File: config.mk
export PLATFORM = sky130hd
export DESIGN_NAME = odd_even_partition
export DESIGN_NICKNAME = d
export VERILOG_FILES = /design/src/sv/oep_pkg.sv /design/src/sv/odd_even_partition.sv /design/src/sv/oep_ram.sv /design/src/sv/oep_seq.sv
export SDC_FILE = /design/constraint.sdc
export NUM_CORES = 2
export LEC_CHECK = 0
export BUFFER_PORTS_ARGS = -buffer_cell sky130_fd_sc_hd__buf_2
export CAP_MARGIN = 20
export CORE_AREA = 3 3 577 436
export CTS_BUF_LIST = sky130_fd_sc_hd__clkbuf_2
export DETAILED_ROUTE_END_ITERATION = 6
export DIE_AREA = 0 0 580 439
export SKIP_CTS_REPAIR_TIMING = 1
export SLEW_MARGIN = 30
export SYNTH_ARGS = -nofsm -noshare
export SYNTH_HDL_FRONTEND = slang
export SYNTH_SLANG_ARGS = --single-unit
File: constraint.sdc
create_clock -name clock -period 8.6 [get_ports clock]
set_input_delay 1.29 -clock clock [delete_from_list [all_inputs] [get_ports clock]]
set_output_delay 1.29 -clock clock [all_outputs]
set_load 0.005 [all_outputs]
File: src/sv/oep_pkg.sv
// oep_pkg: shared types and constants for the odd/even partition block.
// No dependencies.
`default_nettype none

package oep_pkg;

   localparam int DEPTH_DEF      = 64;
   localparam int DATA_WIDTH_DEF = 32;

   typedef enum logic [2:0] {
      ST_LOAD,
      ST_FETCH,
      ST_EVAL,
      ST_SWAP,
      ST_EMIT
   } state_type;

   // source of the RAM write data
   typedef enum logic [1:0] {
      WSEL_REQ,
      WSEL_RIGHT,
      WSEL_LEFT
   } wsel_type;

   typedef struct packed {
      logic     wr_en;
      wsel_type wr_sel;
      logic     rd_en;
      logic     emit;
      logic     emit_last;
   } ctrl_type;

endpackage

`default_nettype wire

File: src/sv/odd_even_partition.sv
// odd_even_partition: top level, element RAM, write data select and result registers.
// Depends on oep_pkg, oep_ram, oep_seq.
//
//   channel   ports                                       handshake
//   request   req_data_value, req_is_last                 start && !busy
//   result    rsp_out_value, rsp_out_last, rsp_overflow   rsp_valid, one cycle
//
// Loading takes one cycle per element. After the last element the partition
// walk runs on the shared RAM: each pointer move is a read and a compare, a
// swap adds a write step, and a closing check ends the walk. Emission reads
// one element per cycle and each result shows in the cycle after its read
// (registered RAM read). Reset is synchronous and empties the block. The
// receiver cannot stall.
`default_nettype none

module odd_even_partition #(
   parameter int DEPTH      = oep_pkg::DEPTH_DEF,
   parameter int DATA_WIDTH = oep_pkg::DATA_WIDTH_DEF
) (
   input  wire logic                         clock,
   input  wire logic                         reset,
   input  wire logic                         start,
   output logic                              busy,
   input  wire logic signed [DATA_WIDTH-1:0] req_data_value,
   input  wire logic                         req_is_last,
   output logic                              rsp_valid,
   output logic signed      [DATA_WIDTH-1:0] rsp_out_value,
   output logic                              rsp_out_last,
   output logic                              rsp_overflow
);

   localparam int AW = $clog2(DEPTH);

   oep_pkg::ctrl_type ctrl;
   logic [AW-1:0]         wr_addr;
   logic [AW-1:0]         rd_addr_a;
   logic [AW-1:0]         rd_addr_b;
   logic [DATA_WIDTH-1:0] wr_data;
   logic [DATA_WIDTH-1:0] rd_data_a;
   logic [DATA_WIDTH-1:0] rd_data_b;
   logic                  overflow;
   logic                  rsp_valid_ff;
   logic                  rsp_last_ff;
   logic                  rsp_ovf_ff;

   oep_seq #(
      .DEPTH(DEPTH)
   ) u_seq (
      .clock      (clock),
      .reset      (reset),
      .start      (start),
      .req_is_last(req_is_last),
      .left_odd   (rd_data_a[0]),
      .right_odd  (rd_data_b[0]),
      .busy       (busy),
      .overflow   (overflow),
      .ctrl       (ctrl),
      .wr_addr    (wr_addr),
      .rd_addr_a  (rd_addr_a),
      .rd_addr_b  (rd_addr_b)
   );

   always_comb begin
      case (ctrl.wr_sel)
         oep_pkg::WSEL_REQ:   wr_data = req_data_value;
         oep_pkg::WSEL_RIGHT: wr_data = rd_data_b;
         oep_pkg::WSEL_LEFT:  wr_data = rd_data_a;
         default:             wr_data = req_data_value;
      endcase
   end

   oep_ram #(
      .WIDTH(DATA_WIDTH),
      .DEPTH(DEPTH)
   ) u_ram (
      .clock    (clock),
      .wr_en    (ctrl.wr_en),
      .wr_addr  (wr_addr),
      .wr_data  (wr_data),
      .rd_en    (ctrl.rd_en),
      .rd_addr_a(rd_addr_a),
      .rd_addr_b(rd_addr_b),
      .rd_data_a(rd_data_a),
      .rd_data_b(rd_data_b)
   );

   always_ff @(posedge clock) begin
      if (reset) begin
         rsp_valid_ff <= 1'b0;
      end else begin
         rsp_valid_ff <= ctrl.emit;
      end
      rsp_last_ff <= ctrl.emit_last;
      rsp_ovf_ff  <= overflow;
   end

   assign rsp_valid     = rsp_valid_ff;
   assign rsp_out_value = rd_data_a;
   assign rsp_out_last  = rsp_last_ff;
   assign rsp_overflow  = rsp_ovf_ff;

   // the final result leaves the block ready for the next request
   a_last_frees: assert property (@(posedge clock) disable iff (reset)
      rsp_valid && rsp_out_last |-> !busy)
      else $error("block still busy after final result");

   // results of one block come out on consecutive cycles
   a_no_gap: assert property (@(posedge clock) disable iff (reset)
      rsp_valid && !rsp_out_last |=> rsp_valid)
      else $error("gap in result sequence");

   // a result only follows a cycle in which the sequencer was busy
   a_from_busy: assert property (@(posedge clock) disable iff (reset)
      rsp_valid |-> $past(busy))
      else $error("result without a running block");

   // no RAM write while results are being read out
   a_emit_no_write: assert property (@(posedge clock) disable iff (reset)
      ctrl.emit |-> !ctrl.wr_en)
      else $error("write during emission");

endmodule

`default_nettype wire

File: src/sv/oep_ram.sv
// oep_ram: generic RAM, one write port, two read ports with registered read data.
// No dependencies.
`default_nettype none

module oep_ram #(
   parameter int WIDTH = 32,
   parameter int DEPTH = 64
) (
   input  wire logic                     clock,
   input  wire logic                     wr_en,
   input  wire logic [$clog2(DEPTH)-1:0] wr_addr,
   input  wire logic [WIDTH-1:0]         wr_data,
   input  wire logic                     rd_en,
   input  wire logic [$clog2(DEPTH)-1:0] rd_addr_a,
   input  wire logic [$clog2(DEPTH)-1:0] rd_addr_b,
   output logic      [WIDTH-1:0]         rd_data_a,
   output logic      [WIDTH-1:0]         rd_data_b
);

   logic [WIDTH-1:0] mem_ff [DEPTH];

   always_ff @(posedge clock) begin
      if (wr_en) begin
         mem_ff[wr_addr] <= wr_data;
      end
      if (rd_en) begin
         rd_data_a <= mem_ff[rd_addr_a];
         rd_data_b <= mem_ff[rd_addr_b];
      end
   end

endmodule

`default_nettype wire

File: src/sv/oep_seq.sv
// oep_seq: sequencer for load, two-pointer partition walk and emission.
// Depends on oep_pkg.
`default_nettype none

module oep_seq #(
   parameter int DEPTH = oep_pkg::DEPTH_DEF
) (
   input  wire logic                     clock,
   input  wire logic                     reset,
   input  wire logic                     start,
   input  wire logic                     req_is_last,
   input  wire logic                     left_odd,
   input  wire logic                     right_odd,
   output logic                          busy,
   output logic                          overflow,
   output oep_pkg::ctrl_type             ctrl,
   output logic      [$clog2(DEPTH)-1:0] wr_addr,
   output logic      [$clog2(DEPTH)-1:0] rd_addr_a,
   output logic      [$clog2(DEPTH)-1:0] rd_addr_b
);

   localparam int AW = $clog2(DEPTH);
   localparam int CW = $clog2(DEPTH + 1);

   oep_pkg::state_type state_ff, state_in;
   logic [CW-1:0] count_ff, count_in;
   logic          ovf_ff, ovf_in;
   logic [AW-1:0] left_ff, left_in;
   logic [AW-1:0] right_ff, right_in;
   logic [AW-1:0] emit_ff, emit_in;

   logic          accept;
   logic          room;
   logic [CW-1:0] count_next;
   logic [CW-1:0] count_m1;
   logic [CW-1:0] next_m1;
   logic          ptr_lt;
   logic          emit_end;

   assign accept     = start && (state_ff == oep_pkg::ST_LOAD);
   assign room       = count_ff < CW'(DEPTH);
   assign count_next = room ? count_ff + CW'(1) : count_ff;
   assign count_m1   = count_ff - CW'(1);
   assign next_m1    = count_next - CW'(1);
   assign ptr_lt     = left_ff < right_ff;
   assign emit_end   = emit_ff == count_m1[AW-1:0];

   // next state
   always_comb begin
      state_in = state_ff;
      case (state_ff)
         oep_pkg::ST_LOAD: begin
            if (accept && req_is_last) begin
               state_in = oep_pkg::ST_FETCH;
            end
         end
         oep_pkg::ST_FETCH: begin
            state_in = ptr_lt ? oep_pkg::ST_EVAL : oep_pkg::ST_EMIT;
         end
         oep_pkg::ST_EVAL: begin
            if (left_odd || !right_odd) begin
               state_in = oep_pkg::ST_FETCH;
            end else begin
               state_in = oep_pkg::ST_SWAP;
            end
         end
         oep_pkg::ST_SWAP: begin
            state_in = oep_pkg::ST_FETCH;
         end
         oep_pkg::ST_EMIT: begin
            if (emit_end) begin
               state_in = oep_pkg::ST_LOAD;
            end
         end
         default: begin
            state_in = oep_pkg::ST_LOAD;
         end
      endcase
   end

   // outputs to the datapath
   always_comb begin
      ctrl           = '0;
      ctrl.wr_sel    = oep_pkg::WSEL_REQ;
      wr_addr        = count_ff[AW-1:0];
      rd_addr_a      = left_ff;
      rd_addr_b      = right_ff;
      case (state_ff)
         oep_pkg::ST_LOAD: begin
            ctrl.wr_en = accept && room;
         end
         oep_pkg::ST_FETCH: begin
            ctrl.rd_en = ptr_lt;
         end
         oep_pkg::ST_EVAL: begin
            // left even and right odd: left gets the right element first
            ctrl.wr_en  = !left_odd && right_odd;
            ctrl.wr_sel = oep_pkg::WSEL_RIGHT;
            wr_addr     = left_ff;
         end
         oep_pkg::ST_SWAP: begin
            ctrl.wr_en  = 1'b1;
            ctrl.wr_sel = oep_pkg::WSEL_LEFT;
            wr_addr     = right_ff;
         end
         oep_pkg::ST_EMIT: begin
            ctrl.rd_en     = 1'b1;
            ctrl.emit      = 1'b1;
            ctrl.emit_last = emit_end;
            rd_addr_a      = emit_ff;
         end
         default: begin
            ctrl.wr_en = 1'b0;
         end
      endcase
   end

   // pointers and counters
   always_comb begin
      count_in = count_ff;
      ovf_in   = ovf_ff;
      left_in  = left_ff;
      right_in = right_ff;
      emit_in  = emit_ff;
      case (state_ff)
         oep_pkg::ST_LOAD: begin
            if (accept) begin
               count_in = count_next;
               ovf_in   = ovf_ff || !room;
               left_in  = '0;
               right_in = next_m1[AW-1:0];
               emit_in  = '0;
            end
         end
         oep_pkg::ST_EVAL: begin
            if (left_odd) begin
               left_in = left_ff + AW'(1);
            end else if (!right_odd) begin
               right_in = right_ff - AW'(1);
            end
         end
         oep_pkg::ST_EMIT: begin
            emit_in = emit_ff + AW'(1);
            if (emit_end) begin
               count_in = '0;
               ovf_in   = 1'b0;
            end
         end
         default: begin
            emit_in = emit_ff;
         end
      endcase
   end

   always_ff @(posedge clock) begin
      if (reset) begin
         state_ff <= oep_pkg::ST_LOAD;
         count_ff <= '0;
         ovf_ff   <= 1'b0;
      end else begin
         state_ff <= state_in;
         count_ff <= count_in;
         ovf_ff   <= ovf_in;
      end
      left_ff  <= left_in;
      right_ff <= right_in;
      emit_ff  <= emit_in;
   end

   assign busy     = state_ff != oep_pkg::ST_LOAD;
   assign overflow = ovf_ff;

endmodule

`default_nettype wire
# --- Word level (Yosys, flattened, before mapping) ---
# Memory sizes are Yosys's and may differ from the RTL's. A register that Yosys moved wholly into a read port is not among the register bits.
# Index checks and enable logic that the tools add are counted.
classes:
  reduce_logical: 18
  muxes: 29
  add_sub_neg: 6
  n_eq_ne: 13
  order_cmp: 2
ops:
  columns: ["cell", "count"]
  rows:
  - ["case mux 32 bit (2 select lines)", 1]
  - ["case mux 6 bit (2 select lines)", 4]
  - ["two-way mux 6 bit", 6]
  - ["two-way mux 7 bit", 3]
  - ["subtractor 6 x 1 -> 6 bit, second input constant", 3]
  - ["case mux 3 bit (5 select lines)", 1]
  - ["case mux 7 bit (2 select lines)", 1]
  - ["adder 6 x 1 -> 6 bit, second input constant", 2]
  - ["two-way mux 3 bit", 3]
  - ["adder 7 x 1 -> 7 bit, second input constant", 1]
  - ["< comparator 7 bit, second input constant", 1]
  - ["equality test 3 x 2 -> 1 bit, second input constant", 2]
  - ["equality test 6 bit", 1]
  - ["< comparator 6 bit", 1]
  - ["inequality test 2 x 1 -> 1 bit, second input constant", 3]
  - ["inequality test 2 bit, second input constant", 3]
  - ["AND reduction 3 bit", 2]
  - ["logical AND 1 bit", 4]
  - ["two-way mux 1 bit", 4]
  - ["two-way mux 2 bit", 2]
  - ["case mux 1 bit (2 select lines)", 2]
  - ["case mux 2 bit (2 select lines)", 1]
  - ["AND reduction 2 bit", 2]
  - ["AND reduction 4 bit", 1]
  - ["10 further kinds", 14]
word_totals:
  ff_bits: 32
  memories: 1
  ramBits: 2048
  in_bits: 36
  out_inout_bits: 36
  elab_cells: 78
mem_list:
  columns: ["name", "depth", "width", "read_ports", "rd_ports_with_merged_regs", "wr", "line", "source"]
  rows:
  - ["u_ram.mem_ff", 64, 32, 2, 2, 1, "oep_ram.sv:20", "logic [WIDTH-1:0] mem_ff [DEPTH];"]

# --- Longest topological paths before layout ---
logic_depth:
  word_depth: 6
  mapped_depth: 13
  mapped_depth_nobuf: 10

# --- By module ---
# Synthesis repeated with hierarchy kept, for this count alone.
unflattened:
  cells_unflattened: 4767
  area_unflattened_um2: 99037.5
modules_own_cells:
  columns: ["mod", "area_per_inst_um2", "cells_per_inst", "n_inst"]
  rows:
  - ["oep_ram", 96301.1, 4412, 1]
  - ["oep_seq", 2033.2, 238, 1]
  - ["odd_even_partition", 703.2, 117, 1]

# --- Worst setup path before layout ---
# Ideal clock, no wire load.
synth_timing:
  path_type: "flip-flop to flip-flop"
  start: "reg u_seq.right_ff[1] (netlist: u_seq.rd_addr_b[1])"
  end: "reg u_ram.rd_data_a[0], read port of u_ram.mem_ff, enable pin"
  arrival_ps: 5587
  required_ps: 8093
  path_slack_ps: 2506
  stages_incl_launch_ff: 13
  setup_time_ps: 507
  period_less_slack_ps: 6094
  path_cell_list: "edfxtp_1 buf_2 clkbuf_1 buf_2 buf_1 inv_1 ha_1 a21o_1 a21o_1 a21oi_1 o21ai_0 nand3b_1 a21oi_1"
synth_rtl:
  columns: ["item", "line", "source"]
  rows:
  - ["from (decl)", "oep_seq.sv:29", "logic [AW-1:0] right_ff, right_in;"]
  - ["from (signal assigned)", "oep_seq.sv:166", "right_ff <= right_in;"]
  - ["to (decl)", "oep_ram.sv:16", "output logic [WIDTH-1:0] rd_data_a,"]

# --- Worst setup path in the final report ---
layout_timing:
  start: "reg u_seq.state_ff[1]"
  end: "mem u_ram.mem_ff[39][14], enable pin"
layout_via:
  elab_chain_cells: 6
layout_lines:
  columns: ["item", "line", "source"]
  rows:
  - ["from (decl)", "oep_seq.sv:25", "oep_pkg::state_type state_ff, state_in;"]
  - ["from (signal assigned)", "oep_seq.sv:157", "state_ff <= oep_pkg::ST_LOAD;"]
  - ["from (signal assigned)", "oep_seq.sv:161", "state_ff <= state_in;"]
  - ["zero test 3 bit", "oep_seq.sv:40, oep_seq.sv:88", null]
  - ["logical AND 1 bit", "oep_seq.sv:40", "assign accept = start && (state_ff == oep_pkg::ST_LOAD);"]
  - ["logical AND 1 bit", "oep_seq.sv:90", "ctrl.wr_en = accept && room;"]
  - ["case mux 1 bit (3 select lines)", "oep_seq.sv:88", "case (state_ff)"]
  - ["two-way mux 1 bit", "oep_ram.sv:23", "if (wr_en) begin"]
  - ["two-way mux 1 bit (not written as such)", "oep_ram.sv:24", "mem_ff[wr_addr] <= wr_data;"]
  - ["to (decl)", "oep_ram.sv:20", null]
# Several ways; a longest one is shown, not always the timed one.

==> impl_metrics.yaml <==
status:
  run_status: "completed"
timing:
  setup_tns_ns: 0
  rsz0062_at_grt: "false"
  hold_viol_final: 0
  final-setup-viol-count: 0
  tightest_slew_ns: 1.15
  period_share_pct: 66.8
  fin_worst_skew_ns: 0.151
  period_minus_slack_ns: 5.74
  max_clock_freq_mhz: 174
  max-slew-margin-rel_pct: 23.6
  maxSlewViolCount: 0
pwr:
  powerDensity_nw_per_um2: 205
  p_int_w: 0.0158
  vdd_drop_max_uv: 144
  p_total_w: 0.0223
  clkPwrFrac_pct: 30.9
  power_switching_share_pct: 29.1
  combPwrFrac_pct: 16.7
  p_leak_nw: 37.8
  p_switching_w: 0.00650
  seqPwrFrac_pct: 52.4
hold_path:
  hold_depth: 3
  min_to: "u_ram.mem_ff[45][9]$_DFFE_PP_"
  min_from: "req_data_value[9]"
  min_path_type: "input pin to register"
drt:
  drtPass1Iterations: 6
  drt_wl_total_mm: 341
  wl_per_cell_um: 36.2
  drc_errors: 0
  viasPerCell: 6.56
  ant_nets: 0
  vias: 61900
  first_iter_violations: 9465
floorplanning:
  rows: 158
  die-area_sq_um: 255000
  core_area_sq_um: 247000
  initial_utilization_pct: 39.9
  fp.dieH_um: 439
  fp.dieW_um: 580
  ios: 72
global_route:
  grt_max_degree: 136
  globalRouteOverflowTotal: 0
  grt_pass1_wl_mm: 471
  antenna_found_initial: 23
  track_usage_pct: 26.2
  grt_pass1_vias: 59600
setup_path:
  reg2reg_from: "u_seq.state_ff[1]$_SDFFE_PP0P_"
  crit_path_max_fanout: 19
  crit_required_ns: 9.77
  ff2ff_setup_slack_ns: 2.86
  crit_type: "register to register"
  startpoint_type: "register"
  cp-end-kind: "register"
  r2r_end: "u_ram.mem_ff[39][14]$_DFFE_PP_"
  worst_ep_arrival_time_ns: 6.91
  ff2ff_path_depth: 8
synthesis:
  avgSynthCellArea_sq_um: 18.2
  synth-seq-cells: 2144
  seq_area_frac_synth_pct: 65.3
  synth_edf_count: 2130
  synth_area_sq_um: 98300
  async_reset_ff_share_pct: 0
  syn_inst: 5414
  ys.flop_type: "edfxtp_1"
  synth_nets: 5463
  synth_warnings: 0
  synthDistinctLibCells: 47
clock_network:
  clock_latency_ns: 1.68
  cts_tree: "yes"
  path_clk_slew_ns: 0.11
  cts_made_buffers: 526
  cts-root-buf: "clkbuf_2"
  cts.sinks: 2144
  cts_buffer_depth: 4
  htreeDepth: 6
place:
  io_buffers: 71
  gp_congestion: 0.871
  hpwlAfterDp_mm: 202
final_layout:
  nNetsFinal: 5841
  drive_gt1_share_pct: 30.4
  final_util_pct: 44.2
  nFillCells: 21300
  syn_to_final_growth_pct: 10.7
run:
  maxCapViolCount: 0
layout make-up:
cell class | instances | area, sq um | share of cell area, %
clock buffers | 746 | 3730 | 3.43
diodes | 7 | 17.5 | 0.0161
flip-flops and latches | 2144 | 64200 | 59.0
well taps | 3280 | 4100 | 3.77
repair buffers | 279 | 2530 | 2.33
clock inverters | 136 | 868 | 0.798
inverters | 14 | 61.3 | 0.0563
multi-input cells | 2827 | 33300 | 30.6
synth_stat cells, types with 15 or more instances:
cell type  count  area share (%)
a22oi_1       36            0.27
o21ai_0       48            0.24
o22ai_1      512             3.3
mux4_2       659              15
nand2_1      131            0.50
clkbuf_1     218            0.83
nand4_1       32            0.20
edfxtp_1    2130              65
a21oi_1       15           0.076
nor2_1        93            0.36
a31oi_1       16            0.10
buf_2        162            0.82
buf_1         43            0.16
o41ai_1      128             1.1
and3_1        16            0.10
mux2i_1     1027              10
cells by family after synthesis:
| kind of cell | synth area share, % |
|---|---|
| and+or+nand+nor | 1.55 |
| buffers and inverters | 1.93 |
| xor gates and xnor gates | 0.241 |
| DFF | 65.3 |
| AOI/OAI and AO/OA | 5.21 |
| muxes | 25.6 |
| adders and majority gates | 0.165 |
per-layer routing:
metal	wire [um]	track usage, %	vias up
met5	199	0	-
met4	8250	7.23	14
met3	50600	9.82	539
met2	142000	36.0	4552
met1	140000	38.5	32700
li1	-	-	24100
cell usage in the layout (no fill, tap or decap), types with 64 or more instances in the layout:
cell / netlist / routed
nor2_4: 0 / 64
edfxtp_1: 2130 / 2130
clkinv_1: 3 / 84
mux4_2: 659 / 659
clkbuf_2: 0 / 746
o41ai_1: 128 / 114
nand2_1: 131 / 120
buf_2: 162 / 71
o22ai_1: 512 / 512
mux2i_1: 1027 / 1026
buf_4: 4 / 166
power groups by stage:
| stage | Combinational, W | Sequential [W] | Clock (W) |
|---|---|---|---|
| after floorplan | 0.00240 | 0.0119 | 0 |
| after global placement | 0.00363 | 0.0119 | 0 |
| after detailed placement | 0.00364 | 0.0119 | 0 |
| after CTS | 0.00366 | 0.0117 | 0.00699 |
| after global routing | 0.00386 | 0.0117 | 0.00755 |
| final | 0.00373 | 0.0117 | 0.00689 |
how the worst max path moves through the flow:
stage / start / end / cells after the start
final: u_seq.state_ff[1]$_SDFFE_PP0P_ / u_ram.mem_ff[39][14]$_DFFE_PP_ / 8
after global routing: u_seq.state_ff[1]$_SDFFE_PP0P_ / u_ram.mem_ff[39][14]$_DFFE_PP_ / 8
after CTS: u_seq.state_ff[1]$_SDFFE_PP0P_ / u_ram.mem_ff[63][17]$_DFFE_PP_ / 8
after detailed placement: start / u_ram.mem_ff[32][24]$_DFFE_PP_ / 7
after global placement: start / u_ram.mem_ff[46][25]$_DFFE_PP_ / 8
after floorplan: u_seq.rd_addr_b[1]$_DFFE_PP_ / u_ram.rd_data_a[0]$_DFFE_PP_ / 12
flip-flops by register name, summed over array words and instances (netlist names):
register	count
rsp_out_last	1
rsp_overflow	1
rsp_valid	1
u_ram.mem_ff	2048
u_ram.rd_data_a	32
u_ram.rd_data_b	32
u_seq.count_ff	7
u_seq.emit_ff	6
u_seq.left_ff	6
u_seq.overflow	1
u_seq.rd_addr_b	6
u_seq.state_ff	3
stage by stage:
step                      cell area, sq um  hold slack (ns)  setup slack [ns]  std cells
after global placement              104000            0.342              2.89       8524
after detailed placement            104000            0.341              2.98       8535
after global routing                109000           0.0356              2.86       9428
final                               109000            0.158              2.86       9433
after floorplan                      98300            0.331              2.51       5414
after CTS                           109000           -0.207              3.07       9417
critical path, stage by stage, from the launching register on:
cell and delay [ns]:
dfxtp_1 0.60, nor2b_1 0.31, nand2b_1 0.37, clkinv_1 0.44, a22oi_1 0.20, o21ai_0 0.85, nand3b_1 0.93, nor2_4 0.94
buf_4 0.63
Note: power is estimated with default switching activity, not from simulation.
